<file path="config.mk">
export PLATFORM = sky130hd
export DESIGN_NAME = branch_target_buffer_lru_top
export DESIGN_NICKNAME = d
export VERILOG_FILES = /design/src/rtl/btb_lru_pkg.sv /design/src/rtl/btb_lru_cell.sv /design/src/rtl/branch_target_buffer_lru_top.sv
export SDC_FILE = /design/constraint.sdc
export NUM_CORES = 2
export LEC_CHECK = 0
export BUFFER_PORTS_ARGS = -buffer_cell sky130_fd_sc_hd__buf_2
export CAP_MARGIN = 20
export CELL_PAD_IN_SITES_DETAIL_PLACEMENT = 1
export CELL_PAD_IN_SITES_GLOBAL_PLACEMENT = 2
export CORE_ASPECT_RATIO = 2
export CORE_MARGIN = 10
export CORE_UTILIZATION = 45
export DETAILED_ROUTE_END_ITERATION = 12
export GPL_TIMING_DRIVEN = 0
export PLACE_DENSITY_LB_ADDON = 0.1
export SLEW_MARGIN = 15
export SYNTH_ARGS = -nofsm -noshare
export SYNTH_HDL_FRONTEND = slang
export SYNTH_SLANG_ARGS = --single-unit
</file>
<file path="constraint.sdc">
create_clock -name i_clk -period 9.4 [get_ports i_clk]
set_input_delay 1.88 -clock i_clk [delete_from_list [all_inputs] [get_ports i_clk]]
set_output_delay 1.88 -clock i_clk [all_outputs]
set_load 0.03 [all_outputs]
</file>
<file path="src/rtl/btb_lru_pkg.sv">
// Shared types, constants and functions for the branch target buffer.
package btb_lru_pkg;

    localparam int ENTRIES = 16;
    localparam int IDX_W   = $clog2(ENTRIES);
    localparam int ADDR_W  = 32;
    localparam int STAMP_W = 32;

    // request opcodes
    localparam logic OP_LOOKUP = 1'b0;
    localparam logic OP_UPDATE = 1'b1;

    // two-bit hysteresis counter states
    localparam logic [1:0] CNT_SNT = 2'd0;
    localparam logic [1:0] CNT_WNT = 2'd1;
    localparam logic [1:0] CNT_WT  = 2'd2;
    localparam logic [1:0] CNT_ST  = 2'd3;

    typedef enum logic [1:0] {
        ST_IDLE,
        ST_SEARCH,
        ST_COMMIT
    } t_state;

    // search token handed from cell to cell
    typedef struct packed {
        logic               vld;
        logic               hit;
        logic [IDX_W-1:0]   hit_idx;
        logic               pred;
        logic [ADDR_W-1:0]  target;
        logic [STAMP_W-1:0] best_stamp;
        logic [IDX_W-1:0]   best_idx;
    } t_carry;

    // write command broadcast to every cell
    typedef struct packed {
        logic               en_stamp;
        logic               en_upd;
        logic               en_alloc;
        logic [IDX_W-1:0]   idx;
        logic [STAMP_W-1:0] stamp;
        logic [ADDR_W-1:0]  tag;
        logic [ADDR_W-1:0]  target;
        logic               taken;
    } t_wcmd;

    function automatic logic [1:0] next_counter(input logic [1:0] cnt, input logic taken);
        logic [1:0] res;
        case (cnt)
            CNT_ST:  res = taken ? CNT_ST : CNT_WT;
            CNT_WT:  res = taken ? CNT_ST : CNT_SNT;
            CNT_WNT: res = taken ? CNT_ST : CNT_SNT;
            default: res = taken ? CNT_WNT : CNT_SNT;
        endcase
        return res;
    endfunction

endpackage

</file>
<file path="src/rtl/btb_lru_cell.sv">
// One buffer entry with its stage of the tag search and LRU victim scan.
module btb_lru_cell import btb_lru_pkg::*; (
    input  logic              i_clk,
    input  logic              i_rst_n,
    input  logic [IDX_W-1:0]  i_idx,
    input  logic [ADDR_W-1:0] i_addr,
    input  t_carry            i_carry,
    input  t_wcmd             i_wcmd,
    output t_carry            o_carry
);

    logic               r_valid;
    logic [ADDR_W-1:0]  r_tag;
    logic [1:0]         r_cnt;
    logic [ADDR_W-1:0]  r_target;
    logic [STAMP_W-1:0] r_last_use;
    t_carry             r_carry;
    t_carry             n_carry;
    logic               match;
    logic               sel;

    // first hit wins; strictly smaller stamp takes the victim slot
    always_comb begin
        match   = r_valid && (r_tag == i_addr);
        n_carry = i_carry;
        if (!i_carry.hit && match) begin
            n_carry.hit     = 1'b1;
            n_carry.hit_idx = i_idx;
            n_carry.pred    = (r_cnt >= CNT_WT);
            n_carry.target  = r_target;
        end
        if (r_last_use < i_carry.best_stamp) begin
            n_carry.best_stamp = r_last_use;
            n_carry.best_idx   = i_idx;
        end
    end

    // token register towards the next cell
    always_ff @(posedge i_clk) begin
        if (!i_rst_n) begin
            r_carry.vld <= 1'b0;
        end else begin
            r_carry <= n_carry;
        end
    end

    assign o_carry = r_carry;

    // entry write on commit
    assign sel = (i_wcmd.idx == i_idx);

    always_ff @(posedge i_clk) begin
        if (!i_rst_n) begin
            r_valid    <= 1'b0;
            r_cnt      <= CNT_SNT;
            r_last_use <= '0;
        end else if (sel) begin
            if (i_wcmd.en_stamp) begin
                r_last_use <= i_wcmd.stamp;
            end
            if (i_wcmd.en_upd) begin
                r_target <= i_wcmd.target;
                r_cnt    <= next_counter(r_cnt, i_wcmd.taken);
            end
            if (i_wcmd.en_alloc) begin
                r_valid    <= 1'b1;
                r_tag      <= i_wcmd.tag;
                r_last_use <= i_wcmd.stamp;
                r_target   <= i_wcmd.target;
                r_cnt      <= i_wcmd.taken ? CNT_ST : CNT_SNT;
            end
        end
    end

endmodule

</file>
<file path="src/rtl/branch_target_buffer_lru_top.sv">
// Fully associative branch target buffer with LRU replacement, top level.
// One request at a time. A request walks a row of ENTRIES cells, one cell per
// cycle, each cell matching its tag and folding its last-use stamp into the
// running LRU minimum; the result is then written back and presented. No new
// request is accepted until the write-back, which waits while a stalled
// consumer holds the result register. Stall on the input side stays high
// from acceptance until the write-back.
module branch_target_buffer_lru_top import btb_lru_pkg::*; (
    input  logic              i_clk,
    input  logic              i_rst_n,
    input  logic              i_in_valid,
    output logic              o_in_stall,
    input  logic              i_opcode,
    input  logic [ADDR_W-1:0] i_branch_addr,
    input  logic [STAMP_W-1:0] i_stamp,
    input  logic              i_taken,
    input  logic [ADDR_W-1:0] i_new_target,
    output logic              o_out_valid,
    input  logic              i_out_stall,
    output logic              o_hit,
    output logic              o_predict_taken,
    output logic [ADDR_W-1:0] o_predicted_target
);

    t_state             r_state;
    t_state             n_state;
    logic               accept;
    logic               commit;
    logic               r_start;
    logic               r_op;
    logic [ADDR_W-1:0]  r_addr;
    logic [STAMP_W-1:0] r_stamp;
    logic               r_taken;
    logic [ADDR_W-1:0]  r_target;
    t_carry             r_res;
    t_carry             w_carry [ENTRIES+1];
    t_wcmd              wcmd;
    logic               r_out_valid;
    logic               r_hit;
    logic               r_pred;
    logic [ADDR_W-1:0]  r_pred_target;

    // state register
    always_ff @(posedge i_clk) begin
        if (!i_rst_n) begin
            r_state <= ST_IDLE;
        end else begin
            r_state <= n_state;
        end
    end

    // next state and handshake
    always_comb begin
        n_state    = r_state;
        o_in_stall = 1'b1;
        commit     = 1'b0;
        case (r_state)
            ST_IDLE: begin
                o_in_stall = !i_rst_n;
                if (i_in_valid) begin
                    n_state = ST_SEARCH;
                end
            end
            ST_SEARCH: begin
                if (w_carry[ENTRIES].vld) begin
                    n_state = ST_COMMIT;
                end
            end
            ST_COMMIT: begin
                commit = !r_out_valid || !i_out_stall;
                if (commit) begin
                    n_state = ST_IDLE;
                end
            end
            default: n_state = ST_IDLE;
        endcase
    end

    assign accept = i_in_valid && !o_in_stall;

    // request register and start pulse into the cell row
    always_ff @(posedge i_clk) begin
        if (!i_rst_n) begin
            r_start <= 1'b0;
        end else begin
            r_start <= accept;
        end
    end

    always_ff @(posedge i_clk) begin
        if (accept) begin
            r_op     <= i_opcode;
            r_addr   <= i_branch_addr;
            r_stamp  <= i_stamp;
            r_taken  <= i_taken;
            r_target <= i_new_target;
        end
    end

    // head of the search token: no hit, no candidate below all-ones
    always_comb begin
        w_carry[0]            = '0;
        w_carry[0].vld        = r_start;
        w_carry[0].best_stamp = '1;
    end

    // row of cells
    for (genvar g = 0; g < ENTRIES; g++) begin : g_cell
        btb_lru_cell u_cell (
            .i_clk   (i_clk),
            .i_rst_n (i_rst_n),
            .i_idx   (IDX_W'(g)),
            .i_addr  (r_addr),
            .i_carry (w_carry[g]),
            .i_wcmd  (wcmd),
            .o_carry (w_carry[g+1])
        );
    end

    // token from the end of the row, held until write-back
    always_ff @(posedge i_clk) begin
        if (r_state == ST_SEARCH && w_carry[ENTRIES].vld) begin
            r_res <= w_carry[ENTRIES];
        end
    end

    // write-back command
    always_comb begin
        wcmd.en_stamp = commit && (r_op == OP_LOOKUP) && r_res.hit;
        wcmd.en_upd   = commit && (r_op == OP_UPDATE) && r_res.hit;
        wcmd.en_alloc = commit && (r_op == OP_UPDATE) && !r_res.hit;
        wcmd.idx      = r_res.hit ? r_res.hit_idx : r_res.best_idx;
        wcmd.stamp    = r_stamp;
        wcmd.tag      = r_addr;
        wcmd.target   = r_target;
        wcmd.taken    = r_taken;
    end

    // result register
    always_ff @(posedge i_clk) begin
        if (!i_rst_n) begin
            r_out_valid <= 1'b0;
        end else if (commit) begin
            r_out_valid <= 1'b1;
        end else if (!i_out_stall) begin
            r_out_valid <= 1'b0;
        end
    end

    always_ff @(posedge i_clk) begin
        if (commit) begin
            r_hit  <= r_res.hit;
            r_pred <= (r_op == OP_LOOKUP) && r_res.hit && r_res.pred;
            if ((r_op == OP_LOOKUP) && r_res.hit && r_res.pred) begin
                r_pred_target <= r_res.target;
            end else begin
                r_pred_target <= '0;
            end
        end
    end

    assign o_out_valid        = r_out_valid;
    assign o_hit              = r_hit;
    assign o_predict_taken    = r_pred;
    assign o_predicted_target = r_pred_target;

endmodule

</file>
# After elaboration in Yosys (flattened, before gate mapping)
# Cells that the tools add are included.
# classes
order_cmp	32
n_eq_ne	85
n_mux	94
n_bitwise	1
reduce_logical	162
# ops
operator	count
$eq 32x32->1	16
$mux 36	14
$mux 33	15
$lt 32x32->1	15
$mux 32	4
$reduce_and 3->1	33
$reduce_and 2->1	48
$mux 2	36
$eq 2x2->1 const B	33
$pmux 2 s2	16
$logic_and 1x1->1	40
$mux 38	1
$eq 2x1->1 const B	17
$eq 4x4->1 const B	8
$ge 2x2->1 const B	16
$lt 32x32->1 const B	1
$reduce_or 2->1	16
$logic_not 1->1	20
$eq 4x3->1 const B	4
$eq 4x2->1 const B	2
$mux 1	6
$pmux 2 s3	1
$eq 4x1->1 const B	1
$logic_not 4->1	1
7 further kinds	10
# totals
reg_bits	2930
in_bits	102
out_inout_bits	36

# Depth between registers and ports, before layout
# logic_depth
ltp_word	7
ltp_mapped	11
depth_no_buf	9

# By module
# A second synthesis with hierarchy kept.
# unflattened
hier_cells	8611
area_unflattened_um2	129118.8
# modules_own_cells
mod	instances	cells_each	area_per_inst_um2	seq_area_each_um2
btb_lru_cell at g_cell[0].u_cell ...	14	506	7619.8	4864.7
btb_lru_cell at g_cell[8].u_cell ...	2	643	8351.8	4864.7
branch_target_buffer_lru_top	1	241	5738.0	5305.1

# Worst setup path before layout
# No wires, ideal clock.
# synth_path
path_type	input-to-reg
startpoint	input i_rst_n
endpoint	register r_addr[0], enable pin
setup_ns	0.556
arrival_time_ns	6.557
required_ns	8.844
path_slack_ns	2.287
stages	3
n_path_buf	0
path_cell_list	inv_2 > or3_1 > nor2_1
# synth_via
elab_chain_cells	4
# synth_lines
element	line	source
start: declaration	branch_target_buffer_lru_top.sv:10	input logic i_rst_n,
$logic_not 1->1	--	
$mux 1	branch_target_buffer_lru_top.sv:57	case (r_state)
via o_in_stall	branch_target_buffer_lru_top.sv:12	output logic o_in_stall,
$logic_not 1->1	branch_target_buffer_lru_top.sv:79	assign accept = i_in_valid && !o_in_stall;
$logic_and 1x1->1	branch_target_buffer_lru_top.sv:79	
via accept	branch_target_buffer_lru_top.sv:27	logic accept;
end signal: assignment	branch_target_buffer_lru_top.sv:93	r_addr <= i_branch_addr;
end: declaration	branch_target_buffer_lru_top.sv:31	logic [ADDR_W-1:0] r_addr;
# The timed path passes the listed nets, and every way through them passes these cells.
# A chain may end at the register's enable or synchronous reset.

# Worst setup path after layout
# layout_path
startpoint	input i_rst_n
endpoint	output o_in_stall
# layout_via
elab_chain_cells	2
# layout_lines
element	line
$logic_not 1->1	--
$mux 1	branch_target_buffer_lru_top.sv:57
end: declaration	branch_target_buffer_lru_top.sv:12
# No other way between the ends.

==> metrics.txt <==
fin crit share 0.653; fraction of layout cells with a size suffix above 1 0.201; PostCTS Resize Cnt 0; Final ANT Viol Nets 0; Fmax about 160 MHz; FF/Latch Area about 81000 um2; Pint about 20000 uW; DRC Markers 0; IO Port Bufs 137; Top-Level Pins 138; Skew-Pair Late Insertion Delay 890 ps; status finished, final reports clean; GRT Residual Overflow 0; clk_skew ~57 ps; initial detailed-routing violation count about 3.7k; critical path startpoint category input port; Final setup viols 0; WL/cell 29.2 um; hold path cells 0; type of destination of the critical path output pin; CP Class input port to output pin; Worst Path Buf+Inv 4; Core ar. roughly 270000 um2; nets@finish 9918; worst path arrival time 4260 ps; Util after Layout 0.513; first-pass GRT wire length 540000 um; root buf cell clkbuf_16; worst path cell trace buf_12 -> buf_16 -> inv_2 -> or3_1 -> buf_2; # fillers roughly 26k; Slew headroom 0.152; Min Clock Period, post-route 6140 ps; Setup Fix Bufs, Post-CTS 0; Net Sw Power 5650 uW; Syn-to-layout area delta 13.4%; critical path's slowest cell or3_1; Reg2Reg Setup Slack 3720 ps; H-Tree Depth 5; cells on worst reg2reg path 9; Die Ht 755 um; Sequential Power Share 0.541; Seq/Total Area, Yosys 0.669; Area contributors post-synth edfxtp_1 (57%), dfxtp_1 (9.6%), mux2_2 (8.3%); ys async rst share 0; origin of the critical flop-to-flop path r_addr[19]; Max-Cap Viols 0; drt pass-1 iters 7; peak supply drop 255 uV; power density cells 190 nW/um2; Final Hold Vio Count 0; CTS tree built; min-delay src g_cell[15].u_cell.o_carry[54]; Max clock buf depth 4; unrepaired setup endpoints after global routing no; Synth cell types 67; clock share of power 0.430; Mean Syn Cell Area 13.9 um2; pin count of the biggest net entering global routing about 140; Pins Over Slew Limit 0; Reg clk slew, reported paths 60 ps; vias per inst approximately 5.5; hold slack approximately 420 ps; Synth area leader edfxtp_1; Top FF cell, synth edfxtp_1; Post-CTS Hold Buffers 0; Sw Ratio 0.215; Tightest Pin Transition 1260 ps; crit-path max FO between 100 and 150; Post-synth EDFFs roughly 2.3k; share of the synthesized area in the top cell type 0.573; TNS Setup 0 ps; Initial Utilization 0.452; vias in the first global route 79.8k; combinational share of power 0.029; syn nets ~9.3k; Worst Hold Class register to register; synthesized area 122000 um2; placed cell count roughly 13k; GP Congestion 0.877; Max stage delay on crit path between 600 and 700 ps; Post-Syn Instances 8734; FP Rows 269; clock sink total 2900; via count 71.6k; static leakage 0.0501 uW; Multi-input gate area approximately 36000 um2; reg2reg end g_cell[11].u_cell.o_carry[67]; final instance area roughly 140000 um2; Total GRT Usage 0.255; CP required 7520 ps; routed wire length 381000 um; DP Area 129000 um2; FF+latch count, synth 2900; Die Wd 387 um; non-filler instance count after layout 13.0k; initial antenna violation count 19; DP HPWL approximately 290000 um; largest delay contributor family on the critical path buffers and inverters; die area 292000 um2; CTS buffer count 275; Synth Warn # 0; worst hold endpoint r_res[54]
[worst max-delay path by stage]
| stage | startpoint | cells after the start | to |
|---|---|---|---|
| 6_report | i_rst_n | 5 | o_in_stall |
| 5_1_grt | i_rst_n | 5 | o_in_stall |
| 4_1_cts | i_rst_n | 5 | o_in_stall |
| 3_5_place_dp | i_rst_n | 11 | g_cell[2].u_cell.r_tag[2] |
| 3_3_place_gp | i_rst_n | 4 | r_target[18] |
| 2_1_floorplan | i_rst_n | 3 | r_addr[0] |
[layer usage]
layer | vias up | global-route usage | part of all wire
met4 | 0 | 0.178 | 0.084
met2 | 1548 | 0.526 | 0.58
met5 | - | 0 | 0
met3 | 792 | 0.0256 | 0.028
li1 | 32377 | - | -
met1 | 36932 | 0.224 | 0.31
[power groups by stage]
| stage | registers (uW) | clock network [uW] | logic (uW) |
|---|---|---|---|
| 3_5_place_dp | 14500 | 0 | 768 |
| 6_report | 14200 | 11300 | 759 |
| 2_1_floorplan | 14400 | 0 | 352 |
| 3_3_place_gp | 14700 | 0 | 703 |
| 4_1_cts | 14200 | 11500 | 773 |
| 5_1_grt | 14200 | 11900 | 814 |
[state kept, by name (all words and copies together) (netlist names), 2 cells and up]
name,flops
g_cell.u_cell.o_carry,1138
g_cell.u_cell.r_cnt,32
g_cell.u_cell.r_last_use,512
g_cell.u_cell.r_tag,512
g_cell.u_cell.r_target,512
g_cell.u_cell.r_valid,16
o_predicted_target,32
r_addr,32
r_res,42
r_stamp,32
r_state,2
r_target,32
[metrics by stage]
stage                     setup slack [ps]  total power [uW]
after CTS                             3320             26500
after global placement              -30100             15400
after detailed placement              3000             15300
after global routing                  3190             27000
after floorplan                       2290             14800
final                                 3260             26200
[synth_stat cells (all sizes together), types with 5 or more instances]
cell	count
ha	513
nor3	72
or2	73
mux2	928
a221o	10
a21oi	609
a31oi	14
o311a	6
a211o	13
mux2i	13
nand4	113
dfxtp	580
a21boi	67
a32oi	11
edfxtp	2320
xnor2	131
clkbuf	268
nor4b	5
and4	20
nand2	1164
buf	183
inv	529
a211oi	38
nand3	81
o211ai	5
nor2	128
nand2b	26
xor2	381
o21ai	50
a221oi	25
nand4b	10
and2	89
nor2b	50
o31a	6
nor4	100
a21o	57
and3	9
[placed cells by master (no fill, tap or decap), types with 23 or more instances in the layout]
cell type,synthesis,layout
a211oi_1,38,38
a21boi_0,67,67
a21o_1,57,57
a21oi_1,609,607
a221oi_1,25,25
and2_1,83,83
buf_2,90,227
buf_4,48,124
buf_6,36,63
bufinv_16,0,23
clkbuf_1,268,312
clkbuf_16,0,282
clkinv_1,0,31
clkinv_2,0,47
dfxtp_1,580,580
edfxtp_1,2320,2320
ha_1,513,513
inv_1,528,528
mux2_1,34,34
mux2_2,894,894
nand2_1,1164,1164
nand2b_1,26,26
nand3_1,81,81
nand4_1,113,113
nor2_1,128,109
nor2b_1,50,50
nor3_1,65,34
nor3_2,3,31
nor4_1,96,93
o21ai_0,50,49
or2_2,73,73
xnor2_1,131,131
xor2_1,381,381
[kinds of logic after synthesis]
| kind of cell | count (synthesis) | share of synthesized area |
|---|---|---|
| AOI/OAI and AO/OA | 939 | 0.0458 |
| xor gates and xnor gates | 512 | 0.0369 |
| adders and majority gates | 513 | 0.0528 |
| buffers and inverters | 980 | 0.0349 |
| DFF | 2900 | 0.669 |
| muxes | 941 | 0.0871 |
| and+or+nand+nor | 1949 | 0.0737 |
[cell type report]
class	count	share of cell area
clock buffer	358	0.0545
antenna	2	0.0000363
timing repair buffer	292	0.0194
multi-input combinational	4854	0.264
buffer	451	0.0165
clock inverter	120	0.00911
inverter	529	0.0144
sequential	2900	0.590
tap	3523	0.0320
No activity file was read; power rests on OpenSTA's default activity.
